### src/ngga_pkg.sv
`timescale 1ns / 1ps
`default_nettype none
package ngga_pkg;

	localparam int INT_W = 20;
	localparam int FRAC_W = 20;
	localparam int MIN_COMMAS = 14;
	localparam int HEAD_LEN = 6;
	localparam logic [20:0] RECIP_100 = 21'd1342178;
	localparam int SHIFT_100 = 27;
	localparam logic [30:0] RECIP_60 = 31'd1145324613;
	localparam int SHIFT_60 = 36;
	localparam logic [7:0] CHAR_COMMA = 8'h2c;
	localparam logic [7:0] CHAR_DOT = 8'h2e;

	typedef enum logic [2:0] {
		ST_OK = 3'd0,
		ST_BAD_PREFIX = 3'd1,
		ST_FEW_COMMAS = 3'd2,
		ST_TIME_SHORT = 3'd3,
		ST_TIME_RANGE = 3'd4,
		ST_TOO_LONG = 3'd5
	} status_t;

	typedef enum logic [1:0] {
		PH_INT,
		PH_FRAC,
		PH_DONE
	} phase_t;

	typedef struct packed {
		logic [7:0] char_byte;
		logic last_char;
	} in_t;

	typedef struct packed {
		logic [2:0] status;
		logic [6:0] hours;
		logic [6:0] mins;
		logic [6:0] secs;
		logic [31:0] lat_e7;
		logic [7:0] lat_hemi;
		logic [31:0] lon_e7;
		logic [7:0] lon_hemi;
	} out_t;

	typedef struct packed {
		logic [INT_W-1:0] ival;
		logic [FRAC_W-1:0] fval;
		logic [2:0] fcnt;
	} coord_t;

	typedef struct packed {
		status_t status;
		logic [6:0] hours;
		logic [6:0] mins;
		logic [6:0] secs;
		coord_t [1:0] coord;
		logic [1:0][7:0] hemi;
	} record_t;

	function automatic logic [19:0] pow10(input logic [2:0] n);
		logic [19:0] r;
		case (n)
			3'd0: r = 20'd1;
			3'd1: r = 20'd10;
			3'd2: r = 20'd100;
			3'd3: r = 20'd1000;
			3'd4: r = 20'd10000;
			3'd5: r = 20'd100000;
			3'd6: r = 20'd1000000;
			default: r = 20'd1;
		endcase
		return r;
	endfunction

	function automatic logic [7:0] head_char(input logic [2:0] n);
		logic [7:0] r;
		case (n)
			3'd0: r = 8'h24;
			3'd1: r = 8'h47;
			3'd2: r = 8'h50;
			3'd3: r = 8'h47;
			3'd4: r = 8'h47;
			3'd5: r = 8'h41;
			default: r = 8'h00;
		endcase
		return r;
	endfunction

	function automatic logic is_digit(input logic [7:0] c);
		return (c >= 8'h30) && (c <= 8'h39);
	endfunction

	function automatic logic [6:0] pair_value(input logic [7:0] a, input logic [7:0] b);
		logic [6:0] da;
		logic [6:0] db;
		logic [6:0] r;
		da = 7'(a[3:0]);
		db = 7'(b[3:0]);
		r = 7'd0;
		if (is_digit(a)) begin
			r = is_digit(b) ? 7'(da * 7'd10 + db) : da;
		end else if (a == 8'h20 || (a >= 8'h09 && a <= 8'h0d) || a == 8'h2b) begin
			r = is_digit(b) ? db : 7'd0;
		end
		return r;
	endfunction

endpackage
`default_nettype wire

### src/ngga_front.sv
`timescale 1ns / 1ps
`default_nettype none
module ngga_front #(
	parameter int MAX_LINE = 255,
	parameter int FRAC_DIGITS = 4,
	parameter int INT_DIGITS = 5
) (
	input wire logic clk,
	input wire logic arst_n,
	input wire logic char_valid,
	input wire ngga_pkg::in_t char_data,
	input wire logic full,
	output logic push,
	output ngga_pkg::record_t rec
);

	localparam int CW = $clog2(MAX_LINE + 1);
	localparam int IW = $clog2(int'(ngga_pkg::pow10(3'(INT_DIGITS))));
	localparam int FW = $clog2(int'(ngga_pkg::pow10(3'(FRAC_DIGITS))));
	localparam logic [IW+3:0] INT_MAX = (IW+4)'(ngga_pkg::pow10(3'(INT_DIGITS)) - 20'd1);

	logic [CW-1:0] cnt_q, cnt_n;
	logic prefix_q, prefix_n;
	logic [3:0] comma_q, comma_n;
	logic [2:0] tidx_q, tidx_n;
	logic in_tok_q, in_tok_n;
	logic [2:0] tlen_q, tlen_n;
	logic [7:0] tdig_q [6];
	logic [7:0] tdig_n [6];
	logic [IW-1:0] cint_q [2];
	logic [IW-1:0] cint_n [2];
	logic [FW-1:0] cfrac_q [2];
	logic [FW-1:0] cfrac_n [2];
	ngga_pkg::phase_t cph_q [2];
	ngga_pkg::phase_t cph_n [2];
	logic [2:0] fcnt_q [2];
	logic [2:0] fcnt_n [2];
	logic [7:0] hemi_q [2];
	logic [7:0] hemi_n [2];
	logic [7:0] hnew_q [2];
	logic [7:0] hnew_n [2];
	logic hseen_q [2];
	logic hseen_n [2];
	logic long_q, long_n;
	logic acc;

	always_comb begin
		logic [7:0] c;
		logic [2:0] tok;
		logic [IW+3:0] iv;
		logic [FW+3:0] fv;
		logic feed;
		c = char_data.char_byte;
		acc = char_valid && !full;
		push = acc && char_data.last_char;
		cnt_n = cnt_q;
		prefix_n = prefix_q;
		comma_n = comma_q;
		tidx_n = tidx_q;
		in_tok_n = in_tok_q;
		tlen_n = tlen_q;
		long_n = long_q;
		tok = 3'd0;
		iv = '0;
		fv = '0;
		feed = 1'b0;
		for (int k = 0; k < 6; k++) begin
			tdig_n[k] = tdig_q[k];
		end
		for (int k = 0; k < 2; k++) begin
			cint_n[k] = cint_q[k];
			cfrac_n[k] = cfrac_q[k];
			cph_n[k] = cph_q[k];
			fcnt_n[k] = fcnt_q[k];
			hemi_n[k] = hemi_q[k];
			hnew_n[k] = hnew_q[k];
			hseen_n[k] = hseen_q[k];
		end
		if (!long_q) begin
			if (cnt_q >= CW'(MAX_LINE)) begin
				long_n = 1'b1;
			end else begin
				cnt_n = cnt_q + 1'b1;
			end
		end
		if (cnt_q < CW'(ngga_pkg::HEAD_LEN) && c != ngga_pkg::head_char(cnt_q[2:0])) begin
			prefix_n = 1'b0;
		end
		if (c == ngga_pkg::CHAR_COMMA) begin
			if (comma_q != 4'd15) begin
				comma_n = comma_q + 4'd1;
			end
			in_tok_n = 1'b0;
		end else begin
			if (!in_tok_q) begin
				in_tok_n = 1'b1;
				if (tidx_q != 3'd7) begin
					tidx_n = tidx_q + 3'd1;
				end
				tok = tidx_n - 3'd1;
				if (tok == 3'd3) begin
					hnew_n[0] = c;
					hseen_n[0] = 1'b1;
				end
				if (tok == 3'd5) begin
					hnew_n[1] = c;
					hseen_n[1] = 1'b1;
				end
			end
			tok = tidx_n - 3'd1;
			if (tok == 3'd1 && tlen_q < 3'd6) begin
				tdig_n[tlen_q] = c;
				tlen_n = tlen_q + 3'd1;
			end
			for (int k = 0; k < 2; k++) begin
				feed = (k == 0) ? (tok == 3'd2) : (tok == 3'd4);
				if (feed) begin
					case (cph_q[k])
						ngga_pkg::PH_INT: begin
							if (ngga_pkg::is_digit(c)) begin
								iv = (IW+4)'(cint_q[k]) * (IW+4)'(10) + (IW+4)'(c[3:0]);
								cint_n[k] = (iv > INT_MAX) ? INT_MAX[IW-1:0] : iv[IW-1:0];
							end else if (c == ngga_pkg::CHAR_DOT) begin
								cph_n[k] = ngga_pkg::PH_FRAC;
							end else begin
								cph_n[k] = ngga_pkg::PH_DONE;
							end
						end
						ngga_pkg::PH_FRAC: begin
							if (ngga_pkg::is_digit(c)) begin
								if (fcnt_q[k] < 3'(FRAC_DIGITS)) begin
									fv = (FW+4)'(cfrac_q[k]) * (FW+4)'(10) + (FW+4)'(c[3:0]);
									cfrac_n[k] = fv[FW-1:0];
									fcnt_n[k] = fcnt_q[k] + 3'd1;
								end
							end else begin
								cph_n[k] = ngga_pkg::PH_DONE;
							end
						end
						default: begin
						end
					endcase
				end
			end
		end

		rec = '0;
		if (cnt_n < CW'(ngga_pkg::HEAD_LEN) || !prefix_n) begin
			rec.status = ngga_pkg::ST_BAD_PREFIX;
		end else if (comma_n < 4'(ngga_pkg::MIN_COMMAS)) begin
			rec.status = ngga_pkg::ST_FEW_COMMAS;
		end else if (long_n) begin
			rec.status = ngga_pkg::ST_TOO_LONG;
		end else begin
			for (int k = 0; k < 2; k++) begin
				if (hseen_n[k] && char_data.last_char) begin
					hemi_n[k] = hnew_n[k];
				end
				rec.coord[k].ival = ngga_pkg::INT_W'(cint_n[k]);
				rec.coord[k].fval = ngga_pkg::FRAC_W'(cfrac_n[k]);
				rec.coord[k].fcnt = fcnt_n[k];
			end
			if (tlen_n < 3'd6) begin
				rec.status = ngga_pkg::ST_TIME_SHORT;
			end else begin
				rec.hours = ngga_pkg::pair_value(tdig_n[0], tdig_n[1]);
				rec.mins = ngga_pkg::pair_value(tdig_n[2], tdig_n[3]);
				rec.secs = ngga_pkg::pair_value(tdig_n[4], tdig_n[5]);
				rec.status = (rec.hours > 7'd23 || rec.mins > 7'd59 || rec.secs > 7'd59) ?
					ngga_pkg::ST_TIME_RANGE : ngga_pkg::ST_OK;
			end
		end
		rec.hemi[0] = hemi_n[0];
		rec.hemi[1] = hemi_n[1];

		if (char_data.last_char) begin
			cnt_n = '0;
			prefix_n = 1'b1;
			comma_n = '0;
			tidx_n = '0;
			in_tok_n = 1'b0;
			tlen_n = '0;
			long_n = 1'b0;
			for (int k = 0; k < 6; k++) begin
				tdig_n[k] = '0;
			end
			for (int k = 0; k < 2; k++) begin
				cint_n[k] = '0;
				cfrac_n[k] = '0;
				cph_n[k] = ngga_pkg::PH_INT;
				fcnt_n[k] = '0;
				hnew_n[k] = '0;
				hseen_n[k] = 1'b0;
			end
		end
	end

	always_ff @(posedge clk or negedge arst_n) begin
		if (!arst_n) begin
			cnt_q <= '0;
			prefix_q <= 1'b1;
			comma_q <= '0;
			tidx_q <= '0;
			in_tok_q <= 1'b0;
			tlen_q <= '0;
			long_q <= 1'b0;
			for (int k = 0; k < 6; k++) begin
				tdig_q[k] <= '0;
			end
			for (int k = 0; k < 2; k++) begin
				cint_q[k] <= '0;
				cfrac_q[k] <= '0;
				cph_q[k] <= ngga_pkg::PH_INT;
				fcnt_q[k] <= '0;
				hemi_q[k] <= '0;
				hnew_q[k] <= '0;
				hseen_q[k] <= 1'b0;
			end
		end else if (acc) begin
			cnt_q <= cnt_n;
			prefix_q <= prefix_n;
			comma_q <= comma_n;
			tidx_q <= tidx_n;
			in_tok_q <= in_tok_n;
			tlen_q <= tlen_n;
			long_q <= long_n;
			for (int k = 0; k < 6; k++) begin
				tdig_q[k] <= tdig_n[k];
			end
			for (int k = 0; k < 2; k++) begin
				cint_q[k] <= cint_n[k];
				cfrac_q[k] <= cfrac_n[k];
				cph_q[k] <= cph_n[k];
				fcnt_q[k] <= fcnt_n[k];
				hemi_q[k] <= hemi_n[k];
				hnew_q[k] <= hnew_n[k];
				hseen_q[k] <= hseen_n[k];
			end
		end
	end

endmodule
`default_nettype wire

### src/ngga_queue.sv
`timescale 1ns / 1ps
`default_nettype none
module ngga_queue (
	input wire logic clk,
	input wire logic arst_n,
	input wire logic push,
	input wire ngga_pkg::record_t wdata,
	output logic full,
	output logic rvalid,
	output ngga_pkg::record_t rdata,
	input wire logic pop
);

	ngga_pkg::record_t mem_q [2];
	logic wr_q;
	logic rd_q;
	logic [1:0] count_q;

	assign full = (count_q == 2'd2);
	assign rvalid = (count_q != 2'd0);
	assign rdata = mem_q[rd_q];

	always_ff @(posedge clk) begin
		if (push) begin
			mem_q[wr_q] <= wdata;
		end
	end

	always_ff @(posedge clk or negedge arst_n) begin
		if (!arst_n) begin
			wr_q <= 1'b0;
			rd_q <= 1'b0;
			count_q <= '0;
		end else begin
			if (push) begin
				wr_q <= ~wr_q;
			end
			if (pop) begin
				rd_q <= ~rd_q;
			end
			count_q <= count_q + 2'(push) - 2'(pop);
		end
	end

	a_no_overflow: assert property (@(posedge clk) disable iff (!arst_n)
		count_q != 2'd3)
		else $error("queue count out of range");

	a_pop_nonempty: assert property (@(posedge clk) disable iff (!arst_n)
		pop |-> count_q != 2'd0)
		else $error("pop from empty queue");

endmodule
`default_nettype wire

### src/ngga_back.sv
`timescale 1ns / 1ps
`default_nettype none
module ngga_back #(
	parameter int FRAC_DIGITS = 4
) (
	input wire logic clk,
	input wire logic arst_n,
	input wire logic rec_valid,
	input wire ngga_pkg::record_t rec,
	output logic pop,
	output logic res_valid,
	input wire logic res_stall,
	output ngga_pkg::out_t res_data
);

	localparam logic [26:0] SCALE = 27'(ngga_pkg::pow10(3'(FRAC_DIGITS)));
	localparam logic [29:0] UP = 30'(ngga_pkg::pow10(3'(7 - FRAC_DIGITS)));

	logic en;
	logic v_s1, v_s2, v_s3, v_s4;
	ngga_pkg::record_t m_s1, m_s2, m_s3;
	logic [13:0] q_s1 [2];
	logic [13:0] q_s2 [2];
	logic [13:0] q_s3 [2];
	logic [19:0] i_s1 [2];
	logic [19:0] fp_s1 [2];
	logic [29:0] x_s2 [2];
	logic [23:0] fr_s3 [2];
	logic [13:0] q_c [2];
	logic [19:0] fp_c [2];
	logic [29:0] x_c [2];
	logic [23:0] fr_c [2];
	logic [31:0] e7_c [2];
	ngga_pkg::out_t res_q;

	assign en = !v_s4 || !res_stall;
	assign pop = en && rec_valid;
	assign res_valid = v_s4;
	assign res_data = res_q;

	always_comb begin
		logic [40:0] p100;
		logic [39:0] pad;
		logic [19:0] r20;
		logic [26:0] ms;
		logic [60:0] p60;
		logic [39:0] t;
		for (int k = 0; k < 2; k++) begin
			p100 = 41'(rec.coord[k].ival) * 41'(ngga_pkg::RECIP_100);
			q_c[k] = p100[ngga_pkg::SHIFT_100 +: 14];
			pad = 40'(rec.coord[k].fval) *
				40'(ngga_pkg::pow10(3'(FRAC_DIGITS) - rec.coord[k].fcnt));
			fp_c[k] = pad[19:0];
			r20 = i_s1[k] - 20'(q_s1[k]) * 20'd100;
			ms = 27'(r20[6:0]) * SCALE + 27'(fp_s1[k]);
			x_c[k] = 30'(ms) * UP;
			p60 = 61'(x_s2[k]) * 61'(ngga_pkg::RECIP_60);
			fr_c[k] = p60[ngga_pkg::SHIFT_60 +: 24];
			t = 40'(q_s3[k]) * 40'd10000000 + 40'(fr_s3[k]);
			e7_c[k] = (t > 40'hFFFFFFFF) ? 32'hFFFFFFFF : t[31:0];
		end
	end

	always_ff @(posedge clk) begin
		if (en) begin
			m_s1 <= rec;
			m_s2 <= m_s1;
			m_s3 <= m_s2;
			for (int k = 0; k < 2; k++) begin
				q_s1[k] <= q_c[k];
				i_s1[k] <= rec.coord[k].ival;
				fp_s1[k] <= fp_c[k];
				q_s2[k] <= q_s1[k];
				x_s2[k] <= x_c[k];
				q_s3[k] <= q_s2[k];
				fr_s3[k] <= fr_c[k];
			end
			res_q.status <= m_s3.status;
			res_q.hours <= m_s3.hours;
			res_q.mins <= m_s3.mins;
			res_q.secs <= m_s3.secs;
			res_q.lat_e7 <= e7_c[0];
			res_q.lat_hemi <= m_s3.hemi[0];
			res_q.lon_e7 <= e7_c[1];
			res_q.lon_hemi <= m_s3.hemi[1];
		end
	end

	always_ff @(posedge clk or negedge arst_n) begin
		if (!arst_n) begin
			v_s1 <= 1'b0;
			v_s2 <= 1'b0;
			v_s3 <= 1'b0;
			v_s4 <= 1'b0;
		end else if (en) begin
			v_s1 <= rec_valid;
			v_s2 <= v_s1;
			v_s3 <= v_s2;
			v_s4 <= v_s3;
		end
	end

	a_reject_zero: assert property (@(posedge clk) disable iff (!arst_n)
		v_s4 && (res_q.status == ngga_pkg::ST_BAD_PREFIX ||
			res_q.status == ngga_pkg::ST_FEW_COMMAS ||
			res_q.status == ngga_pkg::ST_TOO_LONG) |->
			res_q.lat_e7 == 32'd0 && res_q.lon_e7 == 32'd0)
		else $error("rejected sentence carries a coordinate");

	a_range_flag: assert property (@(posedge clk) disable iff (!arst_n)
		v_s4 && res_q.status == ngga_pkg::ST_OK |->
			res_q.hours <= 7'd23 && res_q.mins <= 7'd59 && res_q.secs <= 7'd59)
		else $error("accepted time out of range");

endmodule
`default_nettype wire

### src/nmea_gga_sentence_parser.sv
`timescale 1ns / 1ps
`default_nettype none
// Channel   Direction  Handshake               Payload
// char      in         char_valid, char_stall  char_data (char_byte, last_char)
// res       out        res_valid, res_stall    res_data (status .. lon_hemi)
//
// One character is taken per cycle while char_stall is low and updates the scanner state.
// A popped record moves through registers s1, s2, s3 and the result register to res_data.
// The conversion is fully pipelined; one result per cycle while res_stall is low.
// Reset clears all sentence state and the held hemisphere bytes.
// char_stall rises only while the two-entry record queue is full.
module nmea_gga_sentence_parser #(
	parameter int MAX_LINE = 255,
	parameter int FRAC_DIGITS = 4,
	parameter int INT_DIGITS = 5
) (
	input wire logic clk,
	input wire logic arst_n,
	input wire logic char_valid,
	output logic char_stall,
	input wire ngga_pkg::in_t char_data,
	output logic res_valid,
	input wire logic res_stall,
	output ngga_pkg::out_t res_data
);

	logic full;
	logic push;
	logic rvalid;
	logic pop;
	ngga_pkg::record_t wrec;
	ngga_pkg::record_t rrec;

	assign char_stall = full;

	ngga_front #(
		.MAX_LINE(MAX_LINE),
		.FRAC_DIGITS(FRAC_DIGITS),
		.INT_DIGITS(INT_DIGITS)
	) u_front (
		.clk(clk),
		.arst_n(arst_n),
		.char_valid(char_valid),
		.char_data(char_data),
		.full(full),
		.push(push),
		.rec(wrec)
	);

	ngga_queue u_queue (
		.clk(clk),
		.arst_n(arst_n),
		.push(push),
		.wdata(wrec),
		.full(full),
		.rvalid(rvalid),
		.rdata(rrec),
		.pop(pop)
	);

	ngga_back #(
		.FRAC_DIGITS(FRAC_DIGITS)
	) u_back (
		.clk(clk),
		.arst_n(arst_n),
		.rec_valid(rvalid),
		.rec(rrec),
		.pop(pop),
		.res_valid(res_valid),
		.res_stall(res_stall),
		.res_data(res_data)
	);

endmodule
`default_nettype wire

### config.mk
export PLATFORM = sky130hd
export DESIGN_NAME = nmea_gga_sentence_parser
export DESIGN_NICKNAME = d
export VERILOG_FILES = /design/src/ngga_pkg.sv /design/src/ngga_front.sv /design/src/ngga_queue.sv /design/src/ngga_back.sv /design/src/nmea_gga_sentence_parser.sv
export SDC_FILE = /design/constraint.sdc
export NUM_CORES = 2
export LEC_CHECK = 0
export CAP_MARGIN = 20
export CELL_PAD_IN_SITES_DETAIL_PLACEMENT = 0
export CELL_PAD_IN_SITES_GLOBAL_PLACEMENT = 2
export CORE_ASPECT_RATIO = 0.7
export CORE_MARGIN = 3
export CORE_UTILIZATION = 49
export CTS_CLUSTER_SIZE = 14
export DETAILED_ROUTE_END_ITERATION = 7
export DONT_BUFFER_PORTS = 1
export PLACE_DENSITY = 0.95
export SLEW_MARGIN = 20
export SYNTH_ARGS = -nofsm -noshare
export SYNTH_HDL_FRONTEND = slang
export SYNTH_SLANG_ARGS = --single-unit
### constraint.sdc
create_clock -name clk -period 38.5 [get_ports clk]
set_input_delay 7.7 -clock clk [delete_from_list [all_inputs] [get_ports clk]]
set_output_delay 7.7 -clock clk [all_outputs]
set_load 0.1 [all_outputs]
### Word-level counts from Yosys, hierarchy flattened

Memory sizes are Yosys's and may differ from the RTL's.
Cells that the tools add are included.
Widths: inputs -> output; s select.

| operators by class | value |
|---|---|
| add/sub/neg operators | 25 |
| $mul | 21 |
| muxes and demuxes | 123 |
| bitwise logic cells | 3 |
| magnitude comparators | 37 |
| reductions and logical operators | 44 |
| equality and inequality tests | 41 |

Operators by type and width:

| operator | number |
|---|---|
| $mux 107 | 3 |
| $pmux 20 s6 | 2 |
| $mux 7 | 21 |
| $mux 48 | 3 |
| $mux 17 | 8 |
| $mul 30x31->60 const B | 2 |
| $mux 14 | 8 |
| $mux 16 | 6 |
| $gt 40x32->1 const B | 2 |
| $mul 20x20->40 const B | 2 |
| $add 38x24->39 | 2 |
| $mux 3 | 23 |
| $mux 34 | 2 |
| $eq 8x6->1 const B | 8 |
| $mux 8 | 8 |
| $mul 14x17->31 const B | 2 |
| $ge 8x6->1 const B | 7 |
| $le 8x6->1 const B | 7 |
| $mux 28 | 2 |
| $mul 27x7->27 const B | 2 |
| $bwmux 48 | 1 |
| $add 21x20->22 | 2 |
| $add 21x4->21 | 2 |
| $gt 21x17->1 const B | 2 |
| 55 further kinds | 167 |

| word-level totals | value |
|---|---|
| logic and storage cells | 362 |
| bits in registers | 407 |
| memory bits (writable) | 518 |
| input port bits | 13 |
| memories | 8 |

Memories:

| memory | words | bits a word | rd ports | clocked after Yosys merged registers in | wr ports | RTL line | source |
|---|---|---|---|---|---|---|---|
| u_queue.mem_q | 2 | 126 | 1 | 0 | 1 | ngga_queue.sv:14 | `ngga_pkg::record_t mem_q [2];` |
| u_back.x_s2 | 2 | 27 | 2 | 0 | 2 | ngga_back.sv:27 | `logic [29:0] x_s2 [2];` |
| u_back.fr_s3 | 2 | 24 | 2 | 0 | 2 | ngga_back.sv:28 | `logic [23:0] fr_s3 [2];` |
| u_back.fp_s1 | 2 | 20 | 2 | 0 | 2 | ngga_back.sv:26 | `logic [19:0] fp_s1 [2];` |
| u_back.i_s1 | 2 | 20 | 2 | 0 | 2 | ngga_back.sv:25 | `logic [19:0] i_s1 [2];` |
| u_back.q_s1 | 2 | 14 | 2 | 0 | 2 | ngga_back.sv:22 | `logic [13:0] q_s1 [2];` |
| 2 more memories | - | - | - | - | - | - |  |

### Depth between registers and ports, before layout

| logic depth | value |
|---|---|
| depth after elaboration | 29 |
| gate-level depth with buffers | 39 |
| mapped depth without buffers | 39 |

### Hierarchy

Synthesis repeated with hierarchy kept, for this count alone.

| unflattened totals | value |
|---|---|
| cells, all modules | 9321 |
| area, all modules | 100051.0 um^2 |

By module, submodules not included:

| module | area an instance (um^2) | cells an instance | instances |
|---|---|---|---|
| ngga_back | 74590.3 | 6917 | 1 |
| ngga_front | 16061.7 | 1997 | 1 |
| ngga_queue | 9399.0 | 407 | 1 |

### Worst setup path before layout

OpenSTA, ideal clock, no wires.

| path | value |
|---|---|
| path type | input -> register |
| start | input res_stall |
| end | register u_queue.count_q[1] |
| stages on the path | 8 |
| data arrival time | 20.571 ns |
| data required time | 38.420 ns |
| path slack | 17.849 ns |
| library setup time | 0.080 ns |
| cells stage by stage | nand2_1 o21ai_0 inv_1 ha_1 inv_1 ha_1 xnor2_1 xnor2_1 |

| between the ends | value |
|---|---|
| cells in the longest elaborated chain, start to end | 4 |

RTL lines:

| element | RTL line | source |
|---|---|---|
| from (decl) | nmea_gga_sentence_parser.sv:23 | `input wire logic res_stall,` |
| $logic_not 1->1 | ngga_back.sv:36 | `assign en = !v_s4 \|\| !res_stall;` |
| $logic_or 1x1->1 | ngga_back.sv:36 |  |
| $logic_and 1x1->1 | ngga_back.sv:37 | `assign pop = en && rec_valid;` |
| net pop | nmea_gga_sentence_parser.sv:30 | `logic pop;` |
| $sub 2x1->2 | ngga_queue.sv:41 | `count_q <= count_q + 2'(push) - 2'(pop);` |
| to (signal assigned) | ngga_queue.sv:41 |  |
| to (decl) | ngga_queue.sv:17 | `logic [1:0] count_q;` |

The timed path passes the listed nets, and every way through them passes these cells.
A chain may end at the register's enable or synchronous reset.

==> flow_summary_export.csv <==
group,metric,value,unit
grt,grt_overflow,0,
clock_tree,cts_setup_buffers,0,
yosys,avgSynthCellArea,10.8,µm²
worst_hold_path,hp-start,"u_back.q_s1[0][9]",
grt,grt_usage,21.0,%
cells_and_area,drive_gt1_share,4.82,%
timing,fin_ws,26.36,ns
yosys,synth_fa_ha_area_share,43.6,%
clock_tree,cts_made_buffers,91,
clock_tree,root_buffer,"clkbuf_16",
detailed_routing,drt_iter0_markers,3928,
clock_tree,clk_latency,0.73,ns
yosys,async_reset_ff_share,21.2,%
cells_and_area,area_delta_synth_final,6.44,%
cells_and_area,final.fill_count,16743,
yosys,synth_simple_gate_area_share,7.68,%
floorplan,die_width,531,µm
timing,worstMarginPinSlew,1.08,ns
yosys,post-synth-top-area-cell,"ha_1",
timing,setup_viol,0,
yosys,synth_cells,8772,
detailed_routing,post-route-drc-count,0,
critical_path,slowest_delay,0.71,ns
detailed_routing,vias_per_cell,5.34,
floorplan,core_area,0.191,mm²
detailed_routing,first_pass_iters,5,
critical_path,critPathSlowestCell,"mux2i_1",
cells_and_area,final_util,52.6,%
yosys,synth-compound-area-share,8.67,%
timing,skew,0.0619,ns
yosys,synth_area_leaders,"ha_1 (23%), edfxtp_1 (22%), fa_1 (20%), inv_1 (6.1%), dfrtp_1 (4.8%)",
grt,antenna_found_initial,1,
worst_hold_path,hold_path.class,"reg2reg",
critical_path,worstSetupPathType,"in2reg",
critical_path,critPathLaunch,"char_data[5]",
yosys,synthXorXnorAreaFrac,4.51,%
run,max-cap-violations,0,
floorplan,start_util,49.4,%
timing,fin_tns_setup,0,ns
clock_tree,path_clk_slew,0.06,ns
critical_path,cp-start-kind,"primary input",
critical_path,worstPathRequired,39.03,ns
grt,grt_pass1_wl,337,mm
yosys,yosysSeqAreaShare,26.4,%
place,post-place-ws,25.64,ns
floorplan,die_area,0.198,mm²
clock_tree,clk_path_buf_depth,3,
timing,maxSlewViolCount,0,
cells_and_area,nets,11470,
critical_path,crit_arrival,12.67,ns
critical_path,cp-end-kind,"register",
yosys,synth_top_family_by_area,"adder cells",
detailed_routing,wirelength,204,mm
detailed_routing,wl_per_cell,17.9,µm
yosys,synth-edff-count,680,
timing,min_period,12.14,ns
floorplan,ios,119,
timing,relSlewSlack,25.8,%
place,port_buffers,0,
yosys,syn_area,0.0946,mm²
timing,rsz0062_at_grt,"false",
status,outcome,"finished, final reports clean",
clock_tree,cts_hold_buf,0,
detailed_routing,vias,60904,
yosys,synth_top_cell_area_share,23.1,%
clock_tree,cts_resized,0,
timing,fmaxAchievable,0.0824,GHz
yosys,syn_nets,11498,
place,dp_hpwl,164,mm
clock_tree,clock-sinks,863,
floorplan,die_h,374,µm
timing,hold_viol_final,0,
clock_tree,htreeDepth,3,
critical_path,timing.critical_path.cells,"or3_1, or4_1, and3_1, nand3_1, mux2i_1, inv_1, ha_1, ha_1, fa_1, nand3_1, xor2_1, xnor2_1, a21oi_1, a31oi_1, a311oi_1",
yosys,ys_types,104,
yosys,synth-seq-cells,863,
cells_and_area,instances_no_fill,11408,
floorplan,placementRows,134,
grt,grt_max_degree,184,
grt,grt_pass1_vias,62834,
place,dpl.cell_count,11233,
yosys,synth.area.mux_share,2.31,%
clock_tree,cts_tree,"done",
critical_path,r2r_start,"u_back.q_s1[0][0]",
critical_path,path_max_fanout,16,
timing,fin_crit_sh,31.5,%
detailed_routing,drtAntennaViolNets,0,
yosys,dominantRegCellSynth,"edfxtp_1",
place,place_congestion,0.911,
yosys,synth_warnings,0,
[logic make-up (layout without fill, tap and decap cells)]
group	after synthesis	in the layout
AOI/OAI and AO/OA	1251	1251
xor gates and xnor gates	486	486
adders and majority gates	2718	2718
buffers and inverters	1699	1749
DFF	863	863
muxes	203	203
other	0	2
and+or+nand+nor	1552	1552
[per-stage QoR]
stage                     hold slack (ns)  cell area, µm²
after floorplan                     0.400           94600
after global placement              0.401           97500
after detailed placement            0.405           97500
after CTS                           0.409          101000
after global routing                0.413          101000
final                               0.402          101000
[worst max-delay path: cells and delay by family]
family	cells	cell delay (ns)
muxes	1	0.71
xor gates and xnor gates	2	0.36
buffers and inverters	1	0.10
adders and majority gates	3	1.12
AOI/OAI and AO/OA	3	0.81
and+or+nand+nor	5	1.86
[final timing paths]
| check | endpoint | slack, ns | cells after the start |
|---|---|---|---|
| min in group asynchronous | u_back.res_valid | 6.72 | 0 |
| hold reg to reg | u_back.q_s2[0][9] | 0.40 | 0 |
| setup reg to reg | u_back.x_s2[0][25] | 28.42 | 37 |
| hold / removal | u_back.q_s2[0][9] | 0.40 | 0 |
| setup / recovery | u_queue.mem_q[1][125] | 26.36 | 15 |
| max in group asynchronous | u_queue.rd_q | 31.41 | 0 |
[Yosys cell counts, types with 23 or more instances]
cell	count
a21boi_0	24
nor2_1	435
a31oi_1	40
edfxtp_1	680
o21bai_1	55
xnor2_1	346
nand2_1	561
mux2i_1	91
ha_1	1750
or3_1	25
nand2b_1	53
or2_2	27
a21oi_1	329
o21a_1	57
a21o_1	130
nand3_1	91
dfrtp_1	182
o21ai_0	281
mux2_2	111
and3_1	37
a22oi_1	53
and2_1	33
nand4_1	25
fa_1	963
nor2b_1	44
xor2_1	139
nor3_1	107
clkbuf_1	121
nand3_2	23
inv_1	1537
[flip-flops by register name, summed over array words and instances, names as in the netlist, 40 cells and up]
name and count:
u_queue.mem_q 216, u_back.res_data 104, u_back.x_s2 54, u_back.fr_s3 48, u_front.tdig_q 48, u_back.fp_s1 40
u_back.m_s1 40, u_back.m_s2 40, u_back.m_s3 40
[layer usage]
| metal | part of all wire [%] | global-route usage [%] | vias up |
|---|---|---|---|
| met3 | 5.6 | 3.74 | 181 |
| met4 | 1.4 | 3.30 | 0 |
| met5 | 0 | 0 | - |
| li1 | - | - | 29685 |
| met1 | 52 | 33.1 | 29762 |
| met2 | 41 | 30.3 | 1276 |
[cell type report]
type                            instances  area [µm²]  share of cell area [%]
Inverter                             1540        5780                    5.74
Tap cell                             2584        3230                    3.21
Multi-Input combinational cell       6210       63200                    62.8
Sequential cell                       863       25000                    24.8
Antenna cell                            2        5.00                 0.00497
Timing Repair Buffer                   38         322                   0.319
Clock inverter                         55         692                   0.687
Clock buffer                          116        2420                    2.40
[placed cells by master, fill, tap and decap left out, types with 15 or more instances in the layout]
| cell | netlist | layout |
|---|---|---|
| nor2_1 | 435 | 433 |
| nand4_1 | 25 | 25 |
| ha_1 | 1750 | 1750 |
| a21oi_1 | 329 | 329 |
| dfrtp_1 | 182 | 181 |
| o21ai_0 | 281 | 280 |
| and2_1 | 33 | 32 |
| nand2_1 | 561 | 559 |
| a31o_2 | 21 | 21 |
| nor3_1 | 107 | 105 |
| or2_2 | 27 | 27 |
| o21bai_1 | 55 | 55 |
| a22oi_1 | 53 | 53 |
| a21o_1 | 130 | 130 |
| nand3_1 | 91 | 91 |
| a211oi_1 | 22 | 22 |
| nand3_2 | 23 | 23 |
| a22o_1 | 20 | 20 |
| xor2_1 | 139 | 139 |
| o21a_1 | 57 | 57 |
| o22ai_1 | 16 | 16 |
| xnor2_1 | 346 | 346 |
| a31oi_1 | 40 | 40 |
| buf_4 | 2 | 34 |
| clkbuf_16 | 0 | 91 |
| nor2b_1 | 44 | 43 |
| o211ai_1 | 18 | 18 |
| mux2i_1 | 91 | 91 |
| mux2_2 | 111 | 111 |
| or3_1 | 25 | 24 |
| o31ai_1 | 22 | 21 |
| nand2b_1 | 53 | 52 |
| edfxtp_1 | 680 | 680 |
| inv_1 | 1537 | 1537 |
| clkbuf_1 | 121 | 20 |
| a21boi_0 | 24 | 24 |
| clkinv_2 | 0 | 15 |
| and3_1 | 37 | 37 |
| fa_1 | 963 | 963 |
Power is left out: the tool's default activity adds up to more than one toggle a clock period on the data nets, which glitch-free logic cannot reach.
